--- src/hw/rtl/afhsp_pkg.sv ---
// Package with the shared types, codes and rate tables of the frame header parser.
`timescale 1ns / 1ps

package afhsp_pkg;

  localparam int unsigned SyncBits   = 12;
  localparam int unsigned HeaderBits = 20;

  localparam logic [1:0] StatusOk     = 2'd0;
  localparam logic [1:0] StatusBad    = 2'd1;
  localparam logic [1:0] StatusNoSync = 2'd2;

  localparam logic [1:0] ModeJoint = 2'd1;
  localparam logic [1:0] ModeMono  = 2'd3;

  localparam logic [1:0] LayBitsReserved = 2'd0;
  localparam logic [1:0] LayBitsLayer3   = 2'd1;
  localparam logic [3:0] BitrateBad      = 4'd15;
  localparam logic [1:0] RateReserved    = 2'd3;
  localparam logic [1:0] Rate44k1        = 2'd0;
  localparam logic [1:0] Rate48k         = 2'd1;

  typedef struct packed {
    logic [7:0] stream_byte;
    logic       stream_end;
  } in_item_t;

  typedef struct packed {
    logic [1:0]        status;
    logic [5:0]        misc_bits;
    logic [2:0]        layer_number;
    logic              crc_present;
    logic [3:0]        bitrate_code;
    logic [1:0]        sample_rate_index;
    logic              padding;
    logic [1:0]        mode;
    logic [1:0]        mode_extension;
    logic [1:0]        channels;
    logic [5:0]        joint_bound;
    logic signed [11:0] data_slots;
  } out_item_t;

  // One queue entry: either a complete header or a no-sync marker.
  typedef struct packed {
    logic                    no_sync;
    logic [HeaderBits-1:0]   header;
  } hdr_entry_t;

  // floor(144 * bitrate / freq) for the layer III bitrate table.
  function automatic logic [10:0] frame_base(input logic [3:0] bri, input logic [1:0] sri);
    logic [10:0] r44;
    logic [10:0] r48;
    logic [10:0] r32;
    unique case (bri)
      4'd1:    begin r44 = 11'd104;  r48 = 11'd96;  r32 = 11'd144;  end
      4'd2:    begin r44 = 11'd130;  r48 = 11'd120; r32 = 11'd180;  end
      4'd3:    begin r44 = 11'd156;  r48 = 11'd144; r32 = 11'd216;  end
      4'd4:    begin r44 = 11'd182;  r48 = 11'd168; r32 = 11'd252;  end
      4'd5:    begin r44 = 11'd208;  r48 = 11'd192; r32 = 11'd288;  end
      4'd6:    begin r44 = 11'd261;  r48 = 11'd240; r32 = 11'd360;  end
      4'd7:    begin r44 = 11'd313;  r48 = 11'd288; r32 = 11'd432;  end
      4'd8:    begin r44 = 11'd365;  r48 = 11'd336; r32 = 11'd504;  end
      4'd9:    begin r44 = 11'd417;  r48 = 11'd384; r32 = 11'd576;  end
      4'd10:   begin r44 = 11'd522;  r48 = 11'd480; r32 = 11'd720;  end
      4'd11:   begin r44 = 11'd626;  r48 = 11'd576; r32 = 11'd864;  end
      4'd12:   begin r44 = 11'd731;  r48 = 11'd672; r32 = 11'd1008; end
      4'd13:   begin r44 = 11'd835;  r48 = 11'd768; r32 = 11'd1152; end
      4'd14:   begin r44 = 11'd1044; r48 = 11'd960; r32 = 11'd1440; end
      default: begin r44 = 11'd0;    r48 = 11'd0;   r32 = 11'd0;    end
    endcase
    if (sri == Rate44k1) begin
      return r44;
    end else if (sri == Rate48k) begin
      return r48;
    end else begin
      return r32;
    end
  endfunction

endpackage

--- src/hw/rtl/afhsp_front.sv ---
// Front end: sync word search and header byte collection.
`timescale 1ns / 1ps

module afhsp_front
  import afhsp_pkg::*;
(
  input  logic                clk_i,
  input  logic                rst_ni,
  input  logic                cfg_we_i,
  input  logic [SyncBits-1:0] cfg_wdata_i,
  input  logic                fire_i,
  input  in_item_t            item_i,
  output logic                push_o,
  output hdr_entry_t          push_data_o
);

  typedef enum logic [3:0] {
    ST_SEARCH0 = 4'b0001,
    ST_SEARCH1 = 4'b0010,
    ST_HDR0    = 4'b0100,
    ST_HDR1    = 4'b1000
  } front_state_e;

  front_state_e        state_q, state_d;
  logic [23:0]         window_q, window_d;
  logic [SyncBits-1:0] sync_q;
  logic [23:0]         shifted;

  assign shifted = {window_q[15:0], item_i.stream_byte};

  always_comb begin
    state_d     = state_q;
    window_d    = window_q;
    push_o      = 1'b0;
    push_data_o = '{no_sync: 1'b1, header: '0};
    if (fire_i) begin
      window_d = shifted;
      unique case (state_q)
        ST_SEARCH0, ST_SEARCH1: begin
          if (item_i.stream_end) begin
            push_o = 1'b1;
          end else if (state_q == ST_SEARCH1 && shifted[15:4] == sync_q) begin
            state_d = ST_HDR0;
          end else begin
            state_d = ST_SEARCH1;
          end
        end
        ST_HDR0: begin
          if (item_i.stream_end) begin
            push_o = 1'b1;
          end else begin
            state_d = ST_HDR1;
          end
        end
        ST_HDR1: begin
          // The byte that completes the header wins even when it ends the stream.
          push_o      = 1'b1;
          push_data_o = '{no_sync: 1'b0, header: shifted[HeaderBits-1:0]};
        end
        default: state_d = ST_SEARCH0;
      endcase
      if (push_o) begin
        state_d  = ST_SEARCH0;
        window_d = '0;
      end
    end
  end

  always_ff @(posedge clk_i or negedge rst_ni) begin
    if (!rst_ni) begin
      state_q  <= ST_SEARCH0;
      window_q <= '0;
      sync_q   <= '1;
    end else begin
      state_q  <= state_d;
      window_q <= window_d;
      if (cfg_we_i) begin
        sync_q <= cfg_wdata_i;
      end
    end
  end

endmodule

--- src/hw/rtl/afhsp_queue.sv ---
// Small register queue between the front end and the decoder.
`timescale 1ns / 1ps

module afhsp_queue
  import afhsp_pkg::*;
#(
  parameter int unsigned Depth = 2
) (
  input  logic       clk_i,
  input  logic       rst_ni,
  input  logic       push_i,
  input  hdr_entry_t push_data_i,
  output logic       full_o,
  input  logic       pop_i,
  output logic       empty_o,
  output hdr_entry_t pop_data_o
);

  localparam int unsigned PtrW = (Depth > 1) ? $clog2(Depth) : 1;
  localparam int unsigned CntW = $clog2(Depth + 1);

  hdr_entry_t      slots_q [Depth];
  logic [PtrW-1:0] wr_ptr_q, rd_ptr_q;
  logic [CntW-1:0] count_q;

  assign full_o     = (count_q == CntW'(Depth));
  assign empty_o    = (count_q == '0);
  assign pop_data_o = slots_q[rd_ptr_q];

  function automatic logic [PtrW-1:0] ptr_next(input logic [PtrW-1:0] p);
    return (p == PtrW'(Depth - 1)) ? '0 : p + 1'b1;
  endfunction

  always_ff @(posedge clk_i) begin
    if (push_i) begin
      slots_q[wr_ptr_q] <= push_data_i;
    end
  end

  always_ff @(posedge clk_i or negedge rst_ni) begin
    if (!rst_ni) begin
      wr_ptr_q <= '0;
      rd_ptr_q <= '0;
      count_q  <= '0;
    end else begin
      if (push_i) begin
        wr_ptr_q <= ptr_next(wr_ptr_q);
      end
      if (pop_i) begin
        rd_ptr_q <= ptr_next(rd_ptr_q);
      end
      if (push_i && !pop_i) begin
        count_q <= count_q + 1'b1;
      end else if (pop_i && !push_i) begin
        count_q <= count_q - 1'b1;
      end
    end
  end

  a_no_overflow: assert property (@(posedge clk_i) disable iff (!rst_ni)
    push_i |-> (!full_o || pop_i))
    else $error("queue written while full");

  a_no_underflow: assert property (@(posedge clk_i) disable iff (!rst_ni)
    pop_i |-> !empty_o)
    else $error("queue read while empty");

  a_count_grows: assert property (@(posedge clk_i) disable iff (!rst_ni)
    (push_i && !pop_i) |=> (count_q == $past(count_q) + 1'b1))
    else $error("queue count did not follow a lone write");

endmodule

--- src/hw/rtl/afhsp_back.sv ---
// Back end: header field decode, slot count and output register.
`timescale 1ns / 1ps

module afhsp_back
  import afhsp_pkg::*;
(
  input  logic       clk_i,
  input  logic       rst_ni,
  input  logic       empty_i,
  input  hdr_entry_t entry_i,
  output logic       pop_o,
  output logic       out_valid_o,
  input  logic       out_ready_i,
  output out_item_t  out_item_o
);

  logic       valid_q;
  out_item_t  item_q, item_d;
  logic [HeaderBits-1:0] h;
  logic [1:0] lay_bits;
  logic [1:0] mode;
  logic [1:0] mext;
  logic       bad;
  logic [5:0] bound;
  logic signed [11:0] slots;

  assign h        = entry_i.header;
  assign lay_bits = h[18:17];
  assign mode     = h[7:6];
  assign mext     = h[5:4];
  assign bad      = (lay_bits == LayBitsReserved) || (h[15:12] == BitrateBad)
                 || (h[11:10] == RateReserved);

  always_comb begin
    bound = 6'd32;
    if (mode == ModeJoint && lay_bits != LayBitsReserved) begin
      if (lay_bits == LayBitsLayer3) begin
        bound = (mext == 2'd0) ? 6'd0 : (mext == 2'd1) ? 6'd4 : (mext == 2'd2) ? 6'd8 : 6'd16;
      end else begin
        bound = {2'b00, mext, 2'b00} + 6'd4;
      end
    end
  end

  // Side info is 17 bytes for mono and 32 otherwise; a CRC takes two more.
  always_comb begin
    slots = $signed({1'b0, frame_base(h[15:12], h[11:10])}) + $signed({11'd0, h[9]})
          - 12'sd4 - (h[16] ? 12'sd0 : 12'sd2) - ((mode == ModeMono) ? 12'sd17 : 12'sd32);
    if (bad) begin
      slots = '0;
    end
  end

  always_comb begin
    item_d = '0;
    if (entry_i.no_sync) begin
      item_d.status = StatusNoSync;
    end else begin
      item_d.status            = bad ? StatusBad : StatusOk;
      item_d.misc_bits         = {h[19], h[8], h[3], h[2], h[1:0]};
      item_d.layer_number      = 3'd4 - {1'b0, lay_bits};
      item_d.crc_present       = ~h[16];
      item_d.bitrate_code      = h[15:12];
      item_d.sample_rate_index = h[11:10];
      item_d.padding           = h[9];
      item_d.mode              = mode;
      item_d.mode_extension    = mext;
      item_d.channels          = (mode == ModeMono) ? 2'd1 : 2'd2;
      item_d.joint_bound       = bound;
      item_d.data_slots        = slots;
    end
  end

  assign pop_o       = !empty_i && (!valid_q || out_ready_i);
  assign out_valid_o = valid_q;
  assign out_item_o  = item_q;

  always_ff @(posedge clk_i) begin
    if (pop_o) begin
      item_q <= item_d;
    end
  end

  always_ff @(posedge clk_i or negedge rst_ni) begin
    if (!rst_ni) begin
      valid_q <= 1'b0;
    end else if (pop_o) begin
      valid_q <= 1'b1;
    end else if (out_ready_i) begin
      valid_q <= 1'b0;
    end
  end

endmodule

--- src/hw/rtl/audio_frame_header_sync_parser.sv ---
// Top level of the frame header sync parser: front end, queue and decoder.
// Throughput: one stream byte per cycle, with at most one result per byte.
// A result is queued at the edge that takes the byte that causes it, and is then loaded into
// the decoder output register once that register is empty or being read.
// The input stalls only when the header queue is full, which, for a queue depth above one, takes a stalled output.
// Reset clears the search state, empties the queue and sets the sync word to all ones.
`timescale 1ns / 1ps

module audio_frame_header_sync_parser
  import afhsp_pkg::*;
#(
  parameter int unsigned QueueDepth = 2
) (
  input  logic                clk_i,
  input  logic                rst_ni,
  input  logic                in_valid_i,
  output logic                in_ready_o,
  input  in_item_t            in_item_i,
  output logic                out_valid_o,
  input  logic                out_ready_i,
  output out_item_t           out_item_o,
  input  logic                cfg_we_i,
  input  logic [SyncBits-1:0] cfg_wdata_i
);

  logic       fire;
  logic       push;
  hdr_entry_t push_data;
  logic       full;
  logic       pop;
  logic       empty;
  hdr_entry_t head;

  assign in_ready_o = !full;
  assign fire       = in_valid_i && !full;

  afhsp_front u_front (
    .clk_i       (clk_i),
    .rst_ni      (rst_ni),
    .cfg_we_i    (cfg_we_i),
    .cfg_wdata_i (cfg_wdata_i),
    .fire_i      (fire),
    .item_i      (in_item_i),
    .push_o      (push),
    .push_data_o (push_data)
  );

  afhsp_queue #(
    .Depth (QueueDepth)
  ) u_queue (
    .clk_i       (clk_i),
    .rst_ni      (rst_ni),
    .push_i      (push),
    .push_data_i (push_data),
    .full_o      (full),
    .pop_i       (pop),
    .empty_o     (empty),
    .pop_data_o  (head)
  );

  afhsp_back u_back (
    .clk_i       (clk_i),
    .rst_ni      (rst_ni),
    .empty_i     (empty),
    .entry_i     (head),
    .pop_o       (pop),
    .out_valid_o (out_valid_o),
    .out_ready_i (out_ready_i),
    .out_item_o  (out_item_o)
  );

endmodule
--- config.mk ---
export PLATFORM = sky130hd
export DESIGN_NAME = audio_frame_header_sync_parser
export DESIGN_NICKNAME = d
export VERILOG_FILES = /design/src/hw/rtl/afhsp_pkg.sv /design/src/hw/rtl/afhsp_front.sv /design/src/hw/rtl/afhsp_queue.sv /design/src/hw/rtl/afhsp_back.sv /design/src/hw/rtl/audio_frame_header_sync_parser.sv
export SDC_FILE = /design/constraint.sdc
export NUM_CORES = 1
export LEC_CHECK = 0
export BUFFER_PORTS_ARGS = -buffer_cell sky130_fd_sc_hd__buf_2
export CORE_MARGIN = 3
export CORE_UTILIZATION = 25
export DETAILED_ROUTE_END_ITERATION = 7
export GPL_ROUTABILITY_DRIVEN = 0
export REMOVE_ABC_BUFFERS = 1
export SYNTH_ARGS = -nofsm -noshare
export SYNTH_HDL_FRONTEND = slang
export SYNTH_SLANG_ARGS = --single-unit
--- constraint.sdc ---
create_clock -name clk_i -period 6.1 [get_ports clk_i]
set_input_delay 1.22 -clock clk_i [delete_from_list [all_inputs] [get_ports clk_i]]
set_output_delay 1.22 -clock clk_i [all_outputs]
set_load 0.05 [all_outputs]
==> metrics.txt, run 1 <==
outcome complete, no violations; Hold Path Origin u_front.window_q[10]; post-synthesis register bit count roughly 120; fin crit share 72.31%; mean routed wirelength per cell around 15 µm; HPWL after DPL roughly 8.8 mm; critical path arrival 4.56 ns; Synth area leaders edfxtp_1 42%, dfrtp_1 8.4%, dfstp_2 5.7%; critical path startpoint u_queue.rd_ptr_q; TritonCTS clock tree done; xor and xnor area share after synthesis 2.798%; RSZ-0062 raised after global routing false; htree depth 4; top_reg_cell synth edfxtp_1; Adder-Cell Fraction of Synth Area around 5.5%; final instance area just over 7000 µm²; clk root buf clkbuf_16; crit path time final ~4.4 ns; clk sinks 116; Clock transition at path regs 0.06 ns; total grt overflow 0; max-cap check violation count 0; gr usage total 10.42%; post-synthesis simple-gate area fraction 12.33%; final hold violations 0; FF-to-FF setup slack between 1.5 and 2 ns; drt initial violations between 100 and 150; total wire length 12.90 mm; yosys warns 0; Core Rows 55; Finish-stage setup viols 0; die height approximately 160 µm; Pleak 2.882 nW; synth cell count leaders 83 x edfxtp_1, 54 x nor2_1, 26 x mux2i_1; skew final about 0.0070 ns; insertion delay to the later sink of the worst-skew pair 0.41 ns; core area between 20000 and 25000 µm²; Mean Syn Cell Area around 12 µm²; vias per cell between 4 and 5; register area share after synthesis between 50% and 60%; chip width approximately 160 µm; Initial Util about a quarter; CTS buffer count 17; worst-path cell chain buf_4, mux2i_4, inv_2, ha_1, nor2_1, a211oi_1, fa_1, ha_1, inv_1, fa_1, and3b_1, a31oi_1, nand2b_1, a21oi_1; Hold Path Class register to register; crit path max fanout 38; first-pass GRT wire length about 21 mm; clock buffer depth 2; Final ANT Viol Nets 0; Multi-input gate area between 2000 and 2500 µm²; DRT Pass-1 Iters 5; Synth async-reset ratio about 28%; Max Slew Vio Count 0; multiplexer share of the synthesized area under 10%; transition time of the tightest slew-check pin around 1.1 ns; Hold EP u_front.window_q[10]; die area ~26000 µm²; I/O pins roughly 70; layout cells sized above 1 approximately a quarter; Post-route DRC 0; vias in the first global route approximately 3900; nets@finish approximately 600; hold buffer count at CTS 0; Compound-Gate Fraction of Synth Area a little over a tenth; fillers approximately 2400; CP peak stage delay 0.56 ns; Syn Inst Count between 400 and 500; Via Count 3878; post-CTS setup buffers 0; FF-to-FF End u_back.out_item_o[9]; worst reg2reg path depth 14; Mapped Area a little under 6000 µm²; Post-DP Area between 6000 and 7000 µm²; register area between 3000 and 4000 µm²; top-count cell post-synth edfxtp_1; initial antenna violation count 0; Cell variety after synth 66; critical path type register to register; worst hold stages 1; Ant. Diodes 0; input/output buffers ~70; VDD IR max about 0.23 mV; PostCTS Resize Cnt 0; startpoint types register; largest area contributor in the netlist edfxtp_1; Worst R2R Start u_queue.rd_ptr_q; Slew headroom 23.31%; Synth top area share 41.91%; largest family of logic cells by synthesized area simple AND/OR/NAND/NOR gates; Req. time, crit path 6.25 ns; Pwr Density 568.0 nW/µm²; Layout area overhead 19.71%; number of synthesized flops with an enable pin between 80 and 90; Slowest-stage cell, CP mux2i_4; crit path capture type register; Fmax about 230 MHz; largest net degree at the start of global routing 42; setup TNS 0 ns
[cells in the final DEF (no fill, tap or decap), drive strengths merged, types with 3 or more instances in the layout]
master  Yosys  routed
a211o       3       3
a211oi      3       3
a21oi      20      20
a22o       12      12
a22oi       4       4
a32o        3       3
a32oi       3       3
and2       25      25
buf        13      70
clkbuf     10      24
clkinv      1       7
dfrtp      20      20
dfstp      13      13
edfxtp     83      83
ha         23      23
inv        25      27
mux2       18      18
mux2i      28      28
nand2      22      22
nand2b      6       6
nand3       7       7
nor2       54      54
nor2b       9       9
nor3        4       4
nor4        4       4
o211ai      5       5
o21ai      19      19
or3         3       3
xnor2       4       4
xor2       15      15
[critical path: cells and delay by family, from the launching register on]
kind | cells | cell delay (ns)
fa+ha+maj | 4 | 1.49
buf+inv | 3 | 0.81
mux | 1 | 0.56
simple gates | 3 | 0.49
compound gates | 3 | 0.41
flops | 1 | 0.36
[per-stage QoR]
stage,setup WS (ns),hold WS (ns),total power [mW],instances,util [%]
floorplan,1.533,0.4555,2.714,469,-
global placement,1.805,0.4842,3.158,852,28.62
detailed placement,1.729,0.4887,3.168,852,28.62
CTS,1.709,0.5013,4.093,884,30.97
global route,1.341,0.5102,4.326,884,30.97
finish,1.689,0.4939,4.043,884,30.97
[final cells by class]
type,instances,share of cell area [%]
Timing Repair Buffer,70,4.991
Sequential cell,116,46.84
Tap cell,313,5.501
Clock inverter,8,0.6678
Clock buffer,24,6.924
Multi-Input combinational cell,327,33.64
Inverter,26,1.441
[power breakdown]
part | internal, mW | switching, mW
sequential | 1.14 | 0.113
combinational | 0.592 | 1.29
clock | 0.562 | 0.344
total | 2.29 | 1.75
[registers in the layout, summed over array words and instances, names as in the netlist]
name / flops
u_back.out_valid_o: 1
u_queue.count_q: 2
u_back.out_item_o: 41
u_queue.rd_ptr_q: 1
u_front.window_q: 12
u_queue.wr_ptr_q: 1
u_front.sync_q: 12
u_queue.slots_q: 42
u_front.state_q: 4
[logic make-up (layout without fill, tap and decap cells)]
kind of cell,after synthesis,in the layout
adder cells (fa/ha/maj),25,25
AO/OA/AOI/OAI,89,89
XOR/XNOR,19,19
multiplexers,46,46
AND/OR/NAND/NOR,146,146
other,1,2
buffers and inverters,49,128
flip-flops,116,116
[worst max-delay path by stage]
| stage | slack [ns] | end | cells after the start |
|---|---|---|---|
| 6_report | 1.69 | u_back.out_item_o[9] | 14 |
| 5_1_grt | 1.34 | u_back.out_item_o[9] | 14 |
| 4_1_cts | 1.71 | u_back.out_item_o[9] | 14 |
| 3_5_place_dp | 1.73 | u_back.out_item_o[9] | 14 |
| 3_3_place_gp | 1.81 | u_back.out_item_o[9] | 14 |
| 2_1_floorplan | 1.53 | u_back.out_item_o[9] | 13 |
[routing by layer]
layer	track usage, %	part of all wire (%)	up-vias
met5	0	0	-
met4	3.156	1.1	0
met3	3.684	6.0	14
met2	16.31	47	117
met1	13.58	46	1828
li1	-	-	1919
(Power assumes the default switching activity.)
==> inputs of run 2 (changes only) <==
- clock period: 6.1 -> 4 ns (I/O delays scaled with it)
==> run 2 against run 1 <==
  * Register-to-register slack lost 1.4 ns
  * Via count rose by 1.0%
  * Highest routed layer unchanged
  * Combinational power increased by 59%
  * First-iteration DRC count grew 56%
  * Worst hold slack got worse by 0.039 ns
  * Critical path type unchanged
==> metrics.txt, run 2 (synthesized netlist as in run 1, its figures left out) <==
transition time of the tightest slew-check pin just under 0.8 ns; crit path max fanout 30; Hold Path Class primary input to asynchronous set/reset pin; Clock transition at path regs around 0.050 ns; TritonCTS clock tree done; Clock power frac 23.0%; max reg flops 42; input/output buffers 68; nets@finish between 600 and 700; vias in the first global route approximately 3900; largest net degree at the start of global routing 34; Core Rows 55; clk root buf clkbuf_16; most common cell after layout, fill and taps aside edfxtp_1; drt initial violations 210; max-cap check violation count 0; crit path capture type register; crit path time final approximately 3.7 ns; final instance area around 7300 µm²; vias per cell around 4.4; CTS buffer count 17; worst hold slack 0.4551 ns; skew final between 0.007 and 0.008 ns; clock buffer depth 2; Fmax around 270 MHz; layout cells sized above 1 around 27%; final worst setup slack between 0.3 and 0.4 ns; Final ANT Viol Nets 0; die area 25670 µm²; Worst R2R Start u_queue.rd_ptr_q; VDD IR max 0.2956 mV; clk sinks approximately 120; startpoint types register; htree depth 4; total wire length ~13 mm; sw power between 2 and 3 mW; Slew headroom a little under half; fillers between 2000 and 2500; Multi-input gate area roughly 2400 µm²; initial antenna violation count 0; register area 3334 µm²; HPWL after DPL 9.215 mm; worst reg2reg path depth 14; first-pass GRT wire length 21.22 mm; Initial Util approximately a quarter; largest register by flop count u_queue.slots_q; sequential share of power 30.1%; total grt overflow 0; fin crit share 91.96%; critical path arrival between 3 and 4 ns; die height 160.2 µm; Post-route DRC 0; Pleak around 3.0 nW; Layout area overhead 22.53%; gr usage total 10.64%; core area approximately 23000 µm²; critical path type register to register; FF-to-FF End u_back.out_item_o[9]; I/O pins just over 70; chip width roughly 160 µm; hold buffer count at CTS 0; DRT Pass-1 Iters 4; power share of the combinational group a little under half; FF-to-FF setup slack 0.32 ns; Pwr Density around 870 nW/µm²; insertion delay to the later sink of the worst-skew pair ~0.42 ns; Ant. Diodes 0; RSZ-0062 raised after global routing false; Post-DP Area roughly 6700 µm²; P_int ~3.6 mW; Net Sw Frac a little over two fifths; dpl ws a little over 0.3 ns; Via Count 3918; mean routed wirelength per cell approximately 15 µm; Req. time, crit path roughly 4.2 ns; Finish-stage setup viols 0; commonest cells after routing, fill and taps aside 83 x edfxtp_1, 68 x buf_2, 53 x nor2_1; final hold violations 0; outcome complete, no violations; Max Slew Vio Count 0
## run 2: changes by cell type in the layout (fill, tap and decap cells not counted), sizes merged
cell and delta:
buf +15, clkbuf -5, clkinvlp +4, bufinv +2
inv -2, clkinv +1
## run 2: worst max-delay path, cell delays in order (launching register included)
cell and delay, ns:
dfrtp_1 0.49, buf_12 0.24, mux2i_4 0.27, inv_2 0.08, ha_1 0.30, nor2_1 0.05
a211oi_1 0.30, fa_1 0.47, ha_1 0.22, inv_1 0.07, fa_1 0.22, and3b_1 0.17
a31oi_1 0.13, o41ai_1 0.29, a21oi_1 0.11
## run 2: layer usage
layer / part of all wire, % / track usage [%] / vias to the layer above
li1: - / - / 1953
met3: 4.9 / 3.684 / 12
met2: 46 / 16.00 / 95
met5: 0 / 0 / -
met4: 1.1 / 3.235 / 0
met1: 48 / 14.45 / 1858
## run 2: worst max path at each step
stage / start / cells after the start / endpoint / slack, ns
3_3_place_gp: u_queue.rd_ptr_q / 14 / u_back.out_item_o[9] / 0.38
3_5_place_dp: u_queue.rd_ptr_q / 14 / u_back.out_item_o[9] / 0.31
5_1_grt: u_queue.rd_ptr_q / 13 / u_back.out_item_o[9] / 0.03
4_1_cts: u_queue.rd_ptr_q / 14 / u_back.out_item_o[9] / 0.31
6_report: u_queue.rd_ptr_q / 14 / u_back.out_item_o[9] / 0.32
2_1_floorplan: u_queue.rd_ptr_q / 13 / u_back.out_item_o[9] / -0.57
## run 2: metrics by stage
| step | TNS (ns) | util [%] | total power, mW | cells |
|---|---|---|---|---|
| 2_1_floorplan | -2.842 | - | 4.139 | 469 |
| 3_3_place_gp | 0 | 29.04 | 4.895 | 863 |
| 3_5_place_dp | 0 | 29.04 | 4.906 | 863 |
| 4_1_cts | 0 | 31.51 | 6.399 | 895 |
| 5_1_grt | 0 | 31.70 | 6.819 | 899 |
| 6_report | 0 | 31.70 | 6.360 | 899 |
## run 2: cell type report
cell class / instances / share of cell area, %
repair buffers: 85 / 6.765
clock inverters: 13 / 1.854
inverters: 26 / 1.408
flip-flops and latches: 116 / 45.76
multi-input cells: 327 / 32.90
clock buffers: 19 / 5.941
well taps: 313 / 5.374
## run 2: what timing repair did
item / CTS / global route
endpoints found under the setup margin: 0 / 2
gates resized for setup: 0 / 1
buffers inserted: 0 / 4
## run 2: power by group through the flow
stage	clock [mW]	combinational, mW	sequential, mW
global placement	0	2.95	1.94
floorplan	0	1.51	2.63
finish	1.46	2.98	1.92
CTS	1.50	2.97	1.93
detailed placement	0	2.96	1.95
global route	1.57	3.28	1.97
